--- src/design/lc2u8_pkg.sv ---
// ----------------------------------------------------------------------------
// lc2u8_pkg
// shared types, constants and the windows-1251 table for bytes 0x80 to 0xBF
// ----------------------------------------------------------------------------
`default_nettype none

package lc2u8_pkg;

   localparam logic CHARSET_LATIN1  = 1'b0;
   localparam logic CHARSET_CP1251  = 1'b1;

   localparam logic [15:0] CYRILLIC_OFFSET = 16'h0350;
   localparam logic [15:0] ONE_BYTE_LIMIT  = 16'h0080;
   localparam logic [15:0] TWO_BYTE_LIMIT  = 16'h0800;

   localparam logic [7:0] LEAD_TWO   = 8'hC0;
   localparam logic [7:0] LEAD_THREE = 8'hE0;
   localparam logic [7:0] CONT_MARK  = 8'h80;

   localparam logic [1:0] LEN_ONE   = 2'd1;
   localparam logic [1:0] LEN_TWO   = 2'd2;
   localparam logic [1:0] LEN_THREE = 2'd3;

   typedef struct packed {
      logic [1:0]      len;
      logic [2:0][7:0] bytes;
   } entry_type;

   function automatic logic [15:0] cp1251_high(input logic [5:0] idx);
      logic [15:0] cp;
      unique case (idx)
         6'd0:  cp = 16'h0402;  6'd1:  cp = 16'h0403;  6'd2:  cp = 16'h201A;
         6'd3:  cp = 16'h0453;  6'd4:  cp = 16'h201E;  6'd5:  cp = 16'h2026;
         6'd6:  cp = 16'h2020;  6'd7:  cp = 16'h2021;  6'd8:  cp = 16'h20AC;
         6'd9:  cp = 16'h2030;  6'd10: cp = 16'h0409;  6'd11: cp = 16'h2039;
         6'd12: cp = 16'h040A;  6'd13: cp = 16'h040C;  6'd14: cp = 16'h040B;
         6'd15: cp = 16'h040F;  6'd16: cp = 16'h0452;  6'd17: cp = 16'h2018;
         6'd18: cp = 16'h2019;  6'd19: cp = 16'h201C;  6'd20: cp = 16'h201D;
         6'd21: cp = 16'h2022;  6'd22: cp = 16'h2013;  6'd23: cp = 16'h2014;
         6'd24: cp = 16'hFFFD;  6'd25: cp = 16'h2122;  6'd26: cp = 16'h0459;
         6'd27: cp = 16'h203A;  6'd28: cp = 16'h045A;  6'd29: cp = 16'h045C;
         6'd30: cp = 16'h045B;  6'd31: cp = 16'h045F;  6'd32: cp = 16'h00A0;
         6'd33: cp = 16'h040E;  6'd34: cp = 16'h045E;  6'd35: cp = 16'h0408;
         6'd36: cp = 16'h00A4;  6'd37: cp = 16'h0490;  6'd38: cp = 16'h00A6;
         6'd39: cp = 16'h00A7;  6'd40: cp = 16'h0401;  6'd41: cp = 16'h00A9;
         6'd42: cp = 16'h0404;  6'd43: cp = 16'h00AB;  6'd44: cp = 16'h00AC;
         6'd45: cp = 16'h00AD;  6'd46: cp = 16'h00AE;  6'd47: cp = 16'h0407;
         6'd48: cp = 16'h00B0;  6'd49: cp = 16'h00B1;  6'd50: cp = 16'h0406;
         6'd51: cp = 16'h0456;  6'd52: cp = 16'h0491;  6'd53: cp = 16'h00B5;
         6'd54: cp = 16'h00B6;  6'd55: cp = 16'h00B7;  6'd56: cp = 16'h0451;
         6'd57: cp = 16'h2116;  6'd58: cp = 16'h0454;  6'd59: cp = 16'h00BB;
         6'd60: cp = 16'h0458;  6'd61: cp = 16'h0405;  6'd62: cp = 16'h0455;
         6'd63: cp = 16'h0457;
         default: cp = 16'hFFFD;
      endcase
      return cp;
   endfunction

endpackage

`default_nettype wire

--- src/design/legacy_charset_to_utf8_encoder.sv ---
// ----------------------------------------------------------------------------
// legacy_charset_to_utf8_encoder
// single-byte charset (latin-1 or windows-1251) to utf-8 byte stream
// ----------------------------------------------------------------------------
// One source byte is taken per cycle while busy is low; busy rises only when
// the DEPTH-entry character queue is full. The output sends one utf-8 byte
// per cycle, so a character of n bytes (1 to 3) holds the output for all n
// bytes and sustained throughput, set by the output byte rate, is one item
// per cycle for ascii. The first byte of a character passes from the queue
// to the character register and the output byte register, and may wait behind
// earlier characters. A zero byte is taken and yields nothing. Results cannot
// be held off: each byte is valid for the single cycle rsp_strobe is high.
// ----------------------------------------------------------------------------
`default_nettype none

module legacy_charset_to_utf8_encoder #(
   parameter int DEPTH = 4
) (
   input  wire logic        clock,
   input  wire logic        reset,
   input  wire logic        csr_write_enable,
   input  wire logic        csr_write_data,
   input  wire logic        start,
   output logic             busy,
   input  wire logic [7:0]  req_in_byte,
   output logic             rsp_strobe,
   output logic [7:0]       rsp_out_byte,
   output logic             rsp_last_of_char
);
   import lc2u8_pkg::*;

   entry_type push_entry;
   entry_type pop_entry;
   logic      push;
   logic      pop;
   logic      queue_full;
   logic      queue_empty;

   lc2u8_front u_front (
      .clock            (clock),
      .reset            (reset),
      .csr_write_enable (csr_write_enable),
      .csr_write_data   (csr_write_data),
      .start            (start),
      .req_in_byte      (req_in_byte),
      .queue_full       (queue_full),
      .busy             (busy),
      .push             (push),
      .push_entry       (push_entry)
   );

   lc2u8_queue #(
      .DEPTH (DEPTH)
   ) u_queue (
      .clock      (clock),
      .reset      (reset),
      .push       (push),
      .push_entry (push_entry),
      .pop        (pop),
      .pop_entry  (pop_entry),
      .full       (queue_full),
      .empty      (queue_empty)
   );

   lc2u8_back u_back (
      .clock            (clock),
      .reset            (reset),
      .queue_empty      (queue_empty),
      .pop_entry        (pop_entry),
      .pop              (pop),
      .rsp_strobe       (rsp_strobe),
      .rsp_out_byte     (rsp_out_byte),
      .rsp_last_of_char (rsp_last_of_char)
   );

endmodule

`default_nettype wire

--- src/design/lc2u8_front.sv ---
// ----------------------------------------------------------------------------
// lc2u8_front
// holds the charset register, maps each byte to a code point and packs its
// utf-8 bytes into one queue entry
// ----------------------------------------------------------------------------
`default_nettype none

module lc2u8_front (
   input  wire logic                  clock,
   input  wire logic                  reset,
   input  wire logic                  csr_write_enable,
   input  wire logic                  csr_write_data,
   input  wire logic                  start,
   input  wire logic [7:0]            req_in_byte,
   input  wire logic                  queue_full,
   output logic                       busy,
   output logic                       push,
   output lc2u8_pkg::entry_type       push_entry
);
   import lc2u8_pkg::*;

   logic        charset_ff;
   logic        charset_in;
   logic [15:0] cp;

   assign charset_in = csr_write_enable ? csr_write_data : charset_ff;

   always_ff @(posedge clock) begin
      if (reset) begin
         charset_ff <= CHARSET_LATIN1;
      end else begin
         charset_ff <= charset_in;
      end
   end

   assign busy = queue_full;
   assign push = start && !busy && (req_in_byte != 8'h00);

   always_comb begin
      if (charset_ff == CHARSET_LATIN1 || !req_in_byte[7]) begin
         cp = {8'h00, req_in_byte};
      end else if (req_in_byte[6]) begin
         cp = CYRILLIC_OFFSET + {8'h00, req_in_byte};
      end else begin
         cp = cp1251_high(req_in_byte[5:0]);
      end
   end

   always_comb begin
      push_entry = '0;
      if (cp < ONE_BYTE_LIMIT) begin
         push_entry.len      = LEN_ONE;
         push_entry.bytes[0] = cp[7:0];
      end else if (cp < TWO_BYTE_LIMIT) begin
         push_entry.len      = LEN_TWO;
         push_entry.bytes[0] = LEAD_TWO | {3'b000, cp[10:6]};
         push_entry.bytes[1] = CONT_MARK | {2'b00, cp[5:0]};
      end else begin
         push_entry.len      = LEN_THREE;
         push_entry.bytes[0] = LEAD_THREE | {4'h0, cp[15:12]};
         push_entry.bytes[1] = CONT_MARK | {2'b00, cp[11:6]};
         push_entry.bytes[2] = CONT_MARK | {2'b00, cp[5:0]};
      end
   end

endmodule

`default_nettype wire

--- src/design/lc2u8_queue.sv ---
// ----------------------------------------------------------------------------
// lc2u8_queue
// small fifo of encoded characters between front and back
// ----------------------------------------------------------------------------
`default_nettype none

module lc2u8_queue #(
   parameter int DEPTH = 4
) (
   input  wire logic                  clock,
   input  wire logic                  reset,
   input  wire logic                  push,
   input  wire lc2u8_pkg::entry_type  push_entry,
   input  wire logic                  pop,
   output lc2u8_pkg::entry_type       pop_entry,
   output logic                       full,
   output logic                       empty
);
   import lc2u8_pkg::*;

   localparam int PW = $clog2(DEPTH);
   localparam int CW = $clog2(DEPTH + 1);

   entry_type         mem_ff [DEPTH];
   logic [PW-1:0]     wr_ptr_ff, wr_ptr_in;
   logic [PW-1:0]     rd_ptr_ff, rd_ptr_in;
   logic [CW-1:0]     count_ff, count_in;

   assign full      = count_ff == CW'(DEPTH);
   assign empty     = count_ff == '0;
   assign pop_entry = mem_ff[rd_ptr_ff];

   always_comb begin
      wr_ptr_in = wr_ptr_ff;
      rd_ptr_in = rd_ptr_ff;
      count_in  = count_ff;
      if (push) begin
         wr_ptr_in = (wr_ptr_ff == PW'(DEPTH - 1)) ? '0 : wr_ptr_ff + 1'b1;
      end
      if (pop) begin
         rd_ptr_in = (rd_ptr_ff == PW'(DEPTH - 1)) ? '0 : rd_ptr_ff + 1'b1;
      end
      if (push && !pop) begin
         count_in = count_ff + 1'b1;
      end else if (pop && !push) begin
         count_in = count_ff - 1'b1;
      end
   end

   always_ff @(posedge clock) begin
      if (reset) begin
         wr_ptr_ff <= '0;
         rd_ptr_ff <= '0;
         count_ff  <= '0;
      end else begin
         wr_ptr_ff <= wr_ptr_in;
         rd_ptr_ff <= rd_ptr_in;
         count_ff  <= count_in;
      end
   end

   always_ff @(posedge clock) begin
      if (push) begin
         mem_ff[wr_ptr_ff] <= push_entry;
      end
   end

`ifndef SYNTH
   a_no_overflow: assert property (@(posedge clock) disable iff (reset)
      !(push && full && !pop))
      else $error("push into full queue");
   a_count_bound: assert property (@(posedge clock) disable iff (reset)
      count_ff <= CW'(DEPTH))
      else $error("queue count out of range");
`endif

endmodule

`default_nettype wire

--- src/design/lc2u8_back.sv ---
// ----------------------------------------------------------------------------
// lc2u8_back
// takes encoded characters from the queue and sends one byte per cycle
// ----------------------------------------------------------------------------
`default_nettype none

module lc2u8_back (
   input  wire logic                  clock,
   input  wire logic                  reset,
   input  wire logic                  queue_empty,
   input  wire lc2u8_pkg::entry_type  pop_entry,
   output logic                       pop,
   output logic                       rsp_strobe,
   output logic [7:0]                 rsp_out_byte,
   output logic                       rsp_last_of_char
);
   import lc2u8_pkg::*;

   entry_type   cur_ff, cur_in;
   logic        active_ff, active_in;
   logic [1:0]  idx_ff, idx_in;
   logic        strobe_ff;
   logic [7:0]  byte_ff, byte_in;
   logic        last_ff;
   logic        is_last;

   assign is_last = active_ff && (idx_ff == cur_ff.len - 2'd1);
   assign pop     = !queue_empty && (!active_ff || is_last);

   always_comb begin
      cur_in    = cur_ff;
      active_in = active_ff;
      idx_in    = idx_ff;
      if (pop) begin
         cur_in    = pop_entry;
         active_in = 1'b1;
         idx_in    = '0;
      end else if (is_last) begin
         active_in = 1'b0;
      end else if (active_ff) begin
         idx_in = idx_ff + 2'd1;
      end
   end

   always_comb begin
      case (idx_ff)
         2'd0:    byte_in = cur_ff.bytes[0];
         2'd1:    byte_in = cur_ff.bytes[1];
         default: byte_in = cur_ff.bytes[2];
      endcase
   end

   always_ff @(posedge clock) begin
      if (reset) begin
         active_ff <= 1'b0;
         idx_ff    <= '0;
         strobe_ff <= 1'b0;
      end else begin
         active_ff <= active_in;
         idx_ff    <= idx_in;
         strobe_ff <= active_ff;
      end
   end

   always_ff @(posedge clock) begin
      cur_ff  <= cur_in;
      byte_ff <= byte_in;
      last_ff <= is_last;
   end

   assign rsp_strobe       = strobe_ff;
   assign rsp_out_byte     = byte_ff;
   assign rsp_last_of_char = last_ff;

`ifndef SYNTH
   a_char_continues: assert property (@(posedge clock) disable iff (reset)
      strobe_ff && !last_ff |=> strobe_ff)
      else $error("character cut short");
   a_last_not_lead: assert property (@(posedge clock) disable iff (reset)
      strobe_ff && last_ff |-> byte_ff[7:6] != 2'b11)
      else $error("final byte is a lead byte");
   a_idx_in_range: assert property (@(posedge clock) disable iff (reset)
      active_ff |-> idx_ff < cur_ff.len)
      else $error("byte index past character length");
`endif

endmodule

`default_nettype wire
--- config.mk ---
export PLATFORM = sky130hd
export DESIGN_NAME = legacy_charset_to_utf8_encoder
export DESIGN_NICKNAME = d
export VERILOG_FILES = /design/src/design/lc2u8_pkg.sv /design/src/design/legacy_charset_to_utf8_encoder.sv /design/src/design/lc2u8_front.sv /design/src/design/lc2u8_queue.sv /design/src/design/lc2u8_back.sv
export SDC_FILE = /design/constraint.sdc
export NUM_CORES = 1
export LEC_CHECK = 0
export BUFFER_PORTS_ARGS = -buffer_cell sky130_fd_sc_hd__buf_2
export CAP_MARGIN = 20
export CORE_ASPECT_RATIO = 0.5
export CORE_MARGIN = 1
export CORE_UTILIZATION = 35
export DETAILED_ROUTE_END_ITERATION = 8
export PLACE_DENSITY_LB_ADDON = 0.1
export SYNTH_ARGS = -nofsm -noshare
export SYNTH_HDL_FRONTEND = slang
export SYNTH_SLANG_ARGS = --single-unit
--- constraint.sdc ---
create_clock -name clock -period 3.3 [get_ports clock]
set_clock_uncertainty 0.1 [all_clocks]
set_input_delay 0.165 -clock clock [delete_from_list [all_inputs] [get_ports clock]]
set_output_delay 0.165 -clock clock [all_outputs]
set_load 0.01 [all_outputs]
==> results of run 1 <==
## registers in the layout, indices dropped and copies added (netlist names), 2 cells and up
register             count
u_queue.count_ff         3
u_back.cur_ff           23
u_back.idx_ff            2
u_back.rsp_out_byte      8
u_queue.rd_ptr_ff        2
u_queue.mem_ff          92
u_queue.wr_ptr_ff        2
## worst paths after layout
check,start,end,slack [ps]
worst max-delay path,u_back.cur_ff[15]$_DFFE_PP_,u_queue.count_ff[2]$_SDFFE_PP0P_,640
worst min-delay path,reset,u_queue.rd_ptr_ff[0]$_SDFFE_PP0P_,20
worst max register to register,u_back.cur_ff[15]$_DFFE_PP_,u_queue.count_ff[2]$_SDFFE_PP0P_,640
worst min register to register,u_back.cur_ff[19]$_DFFE_PP_,u_back.rsp_out_byte[3]$_DFF_P_,340
## worst max-delay path, cell delays in order, from the launching register on
cell                       delay, ps
sky130_fd_sc_hd__edfxtp_1        420
sky130_fd_sc_hd__xnor2_1         200
sky130_fd_sc_hd__mux2i_1         320
sky130_fd_sc_hd__a21oi_2         100
sky130_fd_sc_hd__inv_1           190
sky130_fd_sc_hd__ha_1            220
sky130_fd_sc_hd__inv_1            60
sky130_fd_sc_hd__fa_1            370
sky130_fd_sc_hd__xor2_1          170
sky130_fd_sc_hd__or3_1           300
sky130_fd_sc_hd__a21oi_1         140
## kinds of logic after synthesis
group	Yosys count	share of synthesized area (%)
compound gates	102	11.4
xor+xnor	4	0.553
simple gates	110	8.71
buf+inv	50	3.79
mux	36	10.9
flops	136	61.2
fa+ha+maj	17	3.48
## power by group
group / total, mW / switching (mW) / internal [mW]
clock network: 1.80 / 0.670 / 1.13
registers: 2.49 / 0.159 / 2.34
logic: 1.35 / 0.765 / 0.586
total: 5.65 / 1.59 / 4.05
## timing repair
action                                  4_1_cts  5_1_grt
endpoints found under the setup margin        0        0
buffers inserted                              0        0
resized for setup                             0        0
endpoints found under the hold margin         1        0
hold buffers                                  2        0
## through the flow
step                hold WS [ps]  worst slack (ps)  area, um^2  power (mW)  util (%)
global route                19.0               469        7320        5.95      41.8
floorplan                    134               523        6340        3.42         -
detailed placement           330               484        6740        3.91      38.5
CTS                         7.09               625        7320        5.72      41.8
global placement             326               509        6740        3.91      38.5
finish                      21.4               636        7320        5.65      41.8
## cells in the mapped netlist (5+ instances only)
library cell	count
sky130_fd_sc_hd__dfxtp_1	21
sky130_fd_sc_hd__nor3_1	6
sky130_fd_sc_hd__ha_1	16
sky130_fd_sc_hd__nand2_1	34
sky130_fd_sc_hd__edfxtp_1	115
sky130_fd_sc_hd__mux4_2	26
sky130_fd_sc_hd__nor2b_1	12
sky130_fd_sc_hd__mux2i_1	7
sky130_fd_sc_hd__a21oi_1	20
sky130_fd_sc_hd__nand2b_1	5
sky130_fd_sc_hd__and2_1	7
sky130_fd_sc_hd__a22oi_1	9
sky130_fd_sc_hd__o21ai_0	20
sky130_fd_sc_hd__nand3_1	7
sky130_fd_sc_hd__o21ai_1	8
sky130_fd_sc_hd__buf_2	10
sky130_fd_sc_hd__clkbuf_1	14
sky130_fd_sc_hd__inv_1	16
sky130_fd_sc_hd__nor2_1	22
## per-layer routing
layer  part of all wire, %  vias to the layer above  GRT usage (%)
met3                   4.8                       11           3.36
met5                     0                        -              0
li1                      -                     1821              -
met2                    43                       82           23.7
met1                    52                     1868           26.3
met4                  0.79                        0           5.51
## layout make-up
class	count	area share, %
timing repair buffer	46	4.00
sequential	136	52.9
clock buffer	24	6.31
tap	234	4.00
clock inverter	8	1.35
inverter	20	1.06
multi-input combinational	269	30.4
==> key figures, run 1 <==
Synth
  • Synthesized netlist net count: 485
  • Count of distinct cell types in the synthesized netlist: 69
  • Cell types occupying the most area after synthesis: sky130_fd_sc_hd__edfxtp_1 (55%), sky130_fd_sc_hd__mux4_2 (9.2%), sky130_fd_sc_hd__dfxtp_1 (6.6%)
  • Count of flip-flops with a built-in enable after synthesis: 115
  • Yosys warning count: 0
  • Number of flip-flops and latches in the synthesized netlist: 136
  • Syn Inst Count: 455
  • Area of the mapped netlist: 6330 um^2
  • Post-synthesis sequential area ratio: 61.2%
  • Biggest area consumer among synthesized cells: sky130_fd_sc_hd__edfxtp_1
  • Portion of synthesized cell area occupied by the leading cell type: 54.5%
  • Fraction of synthesis flops using an asynchronous set or reset pin: 0%
  • Syn avg cell area: 13.9 um^2
  • Most frequently used flop master after synthesis: sky130_fd_sc_hd__edfxtp_1

Routing
  • Via/cell ratio: 5.13
  • Detail-routed net length per standard cell: 19.8 um
  • Violation count after the first detailed-route iteration: 254
  • Vias post-DR: 3,782
  • Antenna Nets Post-Route: 0
  • Initial DRT Pass Iterations: 4
  • DRC violation count after routing: 0
  • Overall routed net length: 14,600 um

Clock network
  • Clock tree from TritonCTS: done
  • Sink count of the clock tree: 136
  • CTS Buf Count: 17
  • Worst-case clock buffer depth: 2
  • Clock-pin slew reported for the worst setup and hold paths after clock tree synthesis: 60 ps
  • H-tree level count: 4
  • Clk Tree Root Cell: sky130_fd_sc_hd__clkbuf_16
  • Latest clock arrival within the worst-skew pair: 400 ps

Place
  • Placed instance count: 703
  • Hpwl dp: 9690 um
  • Weighted congestion reported at the end of routability-driven placement: 0.843
  • Count of buffers from port buffering: 23

Final layout
  • Area added between synthesis and finish: 15.6%
  • Most frequent standard cell in the layout excluding fill and tap cells: sky130_fd_sc_hd__edfxtp_1
  • Combined flip-flop and latch cell area: 3870 um^2
  • Number of filler cells placed in the layout: 1,653
  • Antenna Diode Count: 0
  • Layout cell share with drive strength beyond 1: 22.7%
  • Area taken by multi-input logic gates: 2220 um^2
  • Most used cells in the layout excluding fill and tap cells: sky130_fd_sc_hd__edfxtp_1 (115), sky130_fd_sc_hd__nand2_1 (34), sky130_fd_sc_hd__mux4_2 (26)
  • Filler-free cell count of the finished design: 737
  • Post-layout net count: 520

Pwr
  • Power density normalized to cell area: 771 nW/um^2
  • IR Drop Worst-Case VDD: 289 uV
  • Static leakage: 2.55 nW

Run
  • Max-cap violations: 0

Floorplanning
  • Vertical die dimension: 97.1 um
  • Die Span X: 192 um
  • Full die area: 18,700 um^2
  • Rows: 34
  • Standard cell core area: 17,500 um^2
  • Initial core utilization: 36.1%
  • Number of top-level design ports: 24

GRT
  • Global route total overflow: 0
  • First-pass GRT wire length: 23,200 um
  • Number of global-route vias before repair: 3,873
  • Initial antenna violation count: 0
  • Largest net degree at the start of global routing: 26
  • GR Util All Layers: 17.0%

Min path
  • Hold Path Class: input pin to flop
  • Number of stages on the worst hold path: 2

Setup path
  • Worst Setup Path Type: flop to flop
  • Required time worst endpoint: 3540 ps
  • Capturing element type of the critical path: flop
  • Data arrival at the endpoint of the critical path: 2900 ps
  • Cell depth of the worst flop-to-flop path: 10
  • Startpoint type of the worst setup path: flop
  • Maximum fanout count along the critical path: 2

Timing
  • Setup TNS Final: 0 ps
  • Setup violators final: 0
  • Worst Tran Pin Value: 640 ps
  • RSZ-0062 raised after global routing: no
  • Relative slew slack: 57.1%
  • Ratio of final minimum period to clock period: 80.7%
  • Hold Fails Final Rpt: 0
  • Top achievable clock speed: 0.375 GHz
  • Minimum clock period: 2660 ps
  • Pins Over Slew Limit: 0

Run status
  • Run status: finished, final reports clean
No activity file was read; power rests on OpenSTA's default activity.
==> run 2, diff against run 1 <==
Clock period 3.3 ns to 2.37 ns, I/O delays scaled along.
==> run 2 against run 1 <==
Compared with the run above: die area unchanged; final cell count increased by 8.5%; critical endpoint unchanged; worst setup slack got worse by 590 ps; worst hold slack improved by 210 ps; power increased by 46%; sequential cell count unchanged; global-route usage about the same; largest cell class unchanged; critical path depth unchanged; non-clock buffer count increased by 63.
==> key figures, run 2 (synthesized netlist as in run 1, its figures left out) <==
Final layout
  • Layout cell share with drive strength beyond 1: 33.2%
  • Combined flip-flop and latch cell area: 3870 um^2
  • Flip-flop count of the largest register, all copies and words added: 92
  • Post-layout net count: 583
  • Area added between synthesis and finish: 26.0%
  • Most used cells in the layout excluding fill and tap cells: sky130_fd_sc_hd__edfxtp_1 (115), sky130_fd_sc_hd__buf_4 (75), sky130_fd_sc_hd__nand2_1 (34)
  • Share of the core filled with cells: 45.5%
  • Number of filler cells placed in the layout: 1,619
  • Register bank with the most flops: u_queue.mem_ff
  • Filler-free cell count of the finished design: 800
  • Most frequent standard cell in the layout excluding fill and tap cells: sky130_fd_sc_hd__edfxtp_1
  • Area taken by multi-input logic gates: 2260 um^2
  • Antenna Diode Count: 0

Run status
  • Run status: finished, final reports clean

Setup path
  • Crit-path most repeated cell: sky130_fd_sc_hd__inv_2
  • Maximum fanout count along the critical path: 2
  • Cell with the largest stage delay on the worst path: sky130_fd_sc_hd__edfxtp_1
  • Data arrival at the endpoint of the critical path: 2580 ps
  • Cells traversed along the worst timing path: xnor2_2, mux2i_2, a21oi_4, inv_2, ha_4, inv_2, fa_2, xor2_1, or3_1, a21oi_1
  • Startpoint type of the worst setup path: flop
  • Required time worst endpoint: 2620 ps
  • Critical path buffer and inverter count: 2
  • Capturing element type of the critical path: flop
  • Delay-heaviest family, CP: adder cells
  • Critical Path Max Stage Delay: 420 ps
  • Worst Setup Path Type: flop to flop

GRT
  • Global route total overflow: 0
  • Initial antenna violation count: 0
  • Largest net degree at the start of global routing: 27
  • GR Util All Layers: 17.0%
  • First-pass GRT wire length: 23,400 um
  • Number of global-route vias before repair: 4,101

Timing
  • Fin worst setup slack: 43.7 ps
  • Ratio of final minimum period to clock period: 98.2%
  • Hold Fails Final Rpt: 0
  • RSZ-0062 raised after global routing: yes
  • Setup TNS Final: 0 ps
  • Worst Tran Pin Value: 491 ps
  • Top achievable clock speed: 0.430 GHz
  • Relative slew slack: 67.2%
  • Pins Over Slew Limit: 0
  • Minimum clock period: 2330 ps
  • Setup violators final: 0

Clock network
  • Worst-case clock buffer depth: 2
  • H-tree level count: 4
  • Clock tree from TritonCTS: done
  • Sink count of the clock tree: 136
  • Latest clock arrival within the worst-skew pair: 410 ps
  • CTS Buf Count: 17
  • Clk Tree Root Cell: sky130_fd_sc_hd__clkbuf_16
  • Clock-pin slew reported for the worst setup and hold paths after clock tree synthesis: 60 ps

Place
  • Pre-CTS worst setup slack: -206 ps
  • Count of buffers from port buffering: 23
  • Weighted congestion reported at the end of routability-driven placement: 0.874
  • Hpwl dp: 10,100 um
  • Placed instance count: 763

Floorplanning
  • Standard cell core area: 17,500 um^2
  • Vertical die dimension: 97.1 um
  • Full die area: 18,700 um^2
  • Number of top-level design ports: 24
  • Rows: 34
  • Die Span X: 192 um
  • Initial core utilization: 36.1%

Pwr
  • Power density normalized to cell area: 1040 nW/um^2
  • Total power consumption of the routed design: 8.27 mW
  • IR Drop Worst-Case VDD: 541 uV
  • Static leakage: 2.92 nW

Routing
  • DRC violation count after routing: 0
  • Vias post-DR: 4,054
  • Violation count after the first detailed-route iteration: 244
  • Detail-routed net length per standard cell: 18.4 um
  • Initial DRT Pass Iterations: 5
  • Overall routed net length: 14,700 um
  • Antenna Nets Post-Route: 0
  • Via/cell ratio: 5.07

Run
  • Max-cap violations: 0

Min path
  • Hold Path Class: input pin to flop
run 2: cell count changes in the layout (fill, tap and decap cells not counted), sizes merged:
cell and change:
buf +61, clkbuf -7, inv +5, dlygate4sd3 +2
bufinv +1, clkinv +1
run 2: area by class of cell:
class                      count  area share [%]
clock inverter                15            2.35
multi-input combinational    269            28.4
sequential                   136            48.6
clock buffer                  17            5.33
timing repair buffer         109            10.8
tap                          234            3.67
inverter                      20           0.972
run 2: repair_timing:
action / in CTS / in global routing
hold buffers: 4 / 0
setup endpoints to repair: 0 / 5
buffers inserted: 0 / 1
resized for setup: 0 / 1
hold endpoints to repair: 12 / 0
run 2: report_power, final:
part           internal [mW]  switching (mW)  leakage [nW]  total, mW
logic                   1.01            1.13          1.39       2.15
registers               3.25           0.164          1.23       3.41
clock network           1.68            1.04         0.297       2.71
run 2: through the flow:
| step | hold WS, ps | cell area (um^2) |
|---|---|---|
| 6_report | 236 | 7980 |
| 5_1_grt | 267 | 7980 |
| 4_1_cts | 234 | 7970 |
| 3_5_place_dp | 277 | 7310 |
| 3_3_place_gp | 281 | 7310 |
| 2_1_floorplan | 87.6 | 6370 |
run 2: final timing paths:
check,from,to,slack [ps],depth (start not counted)
max,u_back.cur_ff[15]$_DFFE_PP_,u_queue.count_ff[2]$_SDFFE_PP0P_,40,10
min,req_in_byte[7],u_queue.mem_ff[3][9]$_DFFE_PP_,240,4
max reg2reg,u_back.cur_ff[15]$_DFFE_PP_,u_queue.count_ff[2]$_SDFFE_PP0P_,40,10
min reg2reg,u_back.cur_ff[18]$_DFFE_PP_,u_back.rsp_out_byte[2]$_DFF_P_,340,2
run 2: worst reg2reg max path, cell delays in order (launching register included):
cell	delay (ps)
sky130_fd_sc_hd__edfxtp_1	420
sky130_fd_sc_hd__xnor2_2	170
sky130_fd_sc_hd__mux2i_2	310
sky130_fd_sc_hd__a21oi_4	100
sky130_fd_sc_hd__inv_2	80
sky130_fd_sc_hd__ha_4	130
sky130_fd_sc_hd__inv_2	30
sky130_fd_sc_hd__fa_2	320
sky130_fd_sc_hd__xor2_1	170
sky130_fd_sc_hd__or3_1	310
sky130_fd_sc_hd__a21oi_1	120
run 2: per-layer routing:
metal / wire length [um] / track usage, % / vias to the layer above
met1: 7160 / 24.5 / 1989
met5: 0 / 0 / -
li1: - / - / 1954
met4: 232 / 6.00 / 0
met3: 547 / 3.50 / 21
met2: 6770 / 25.3 / 90
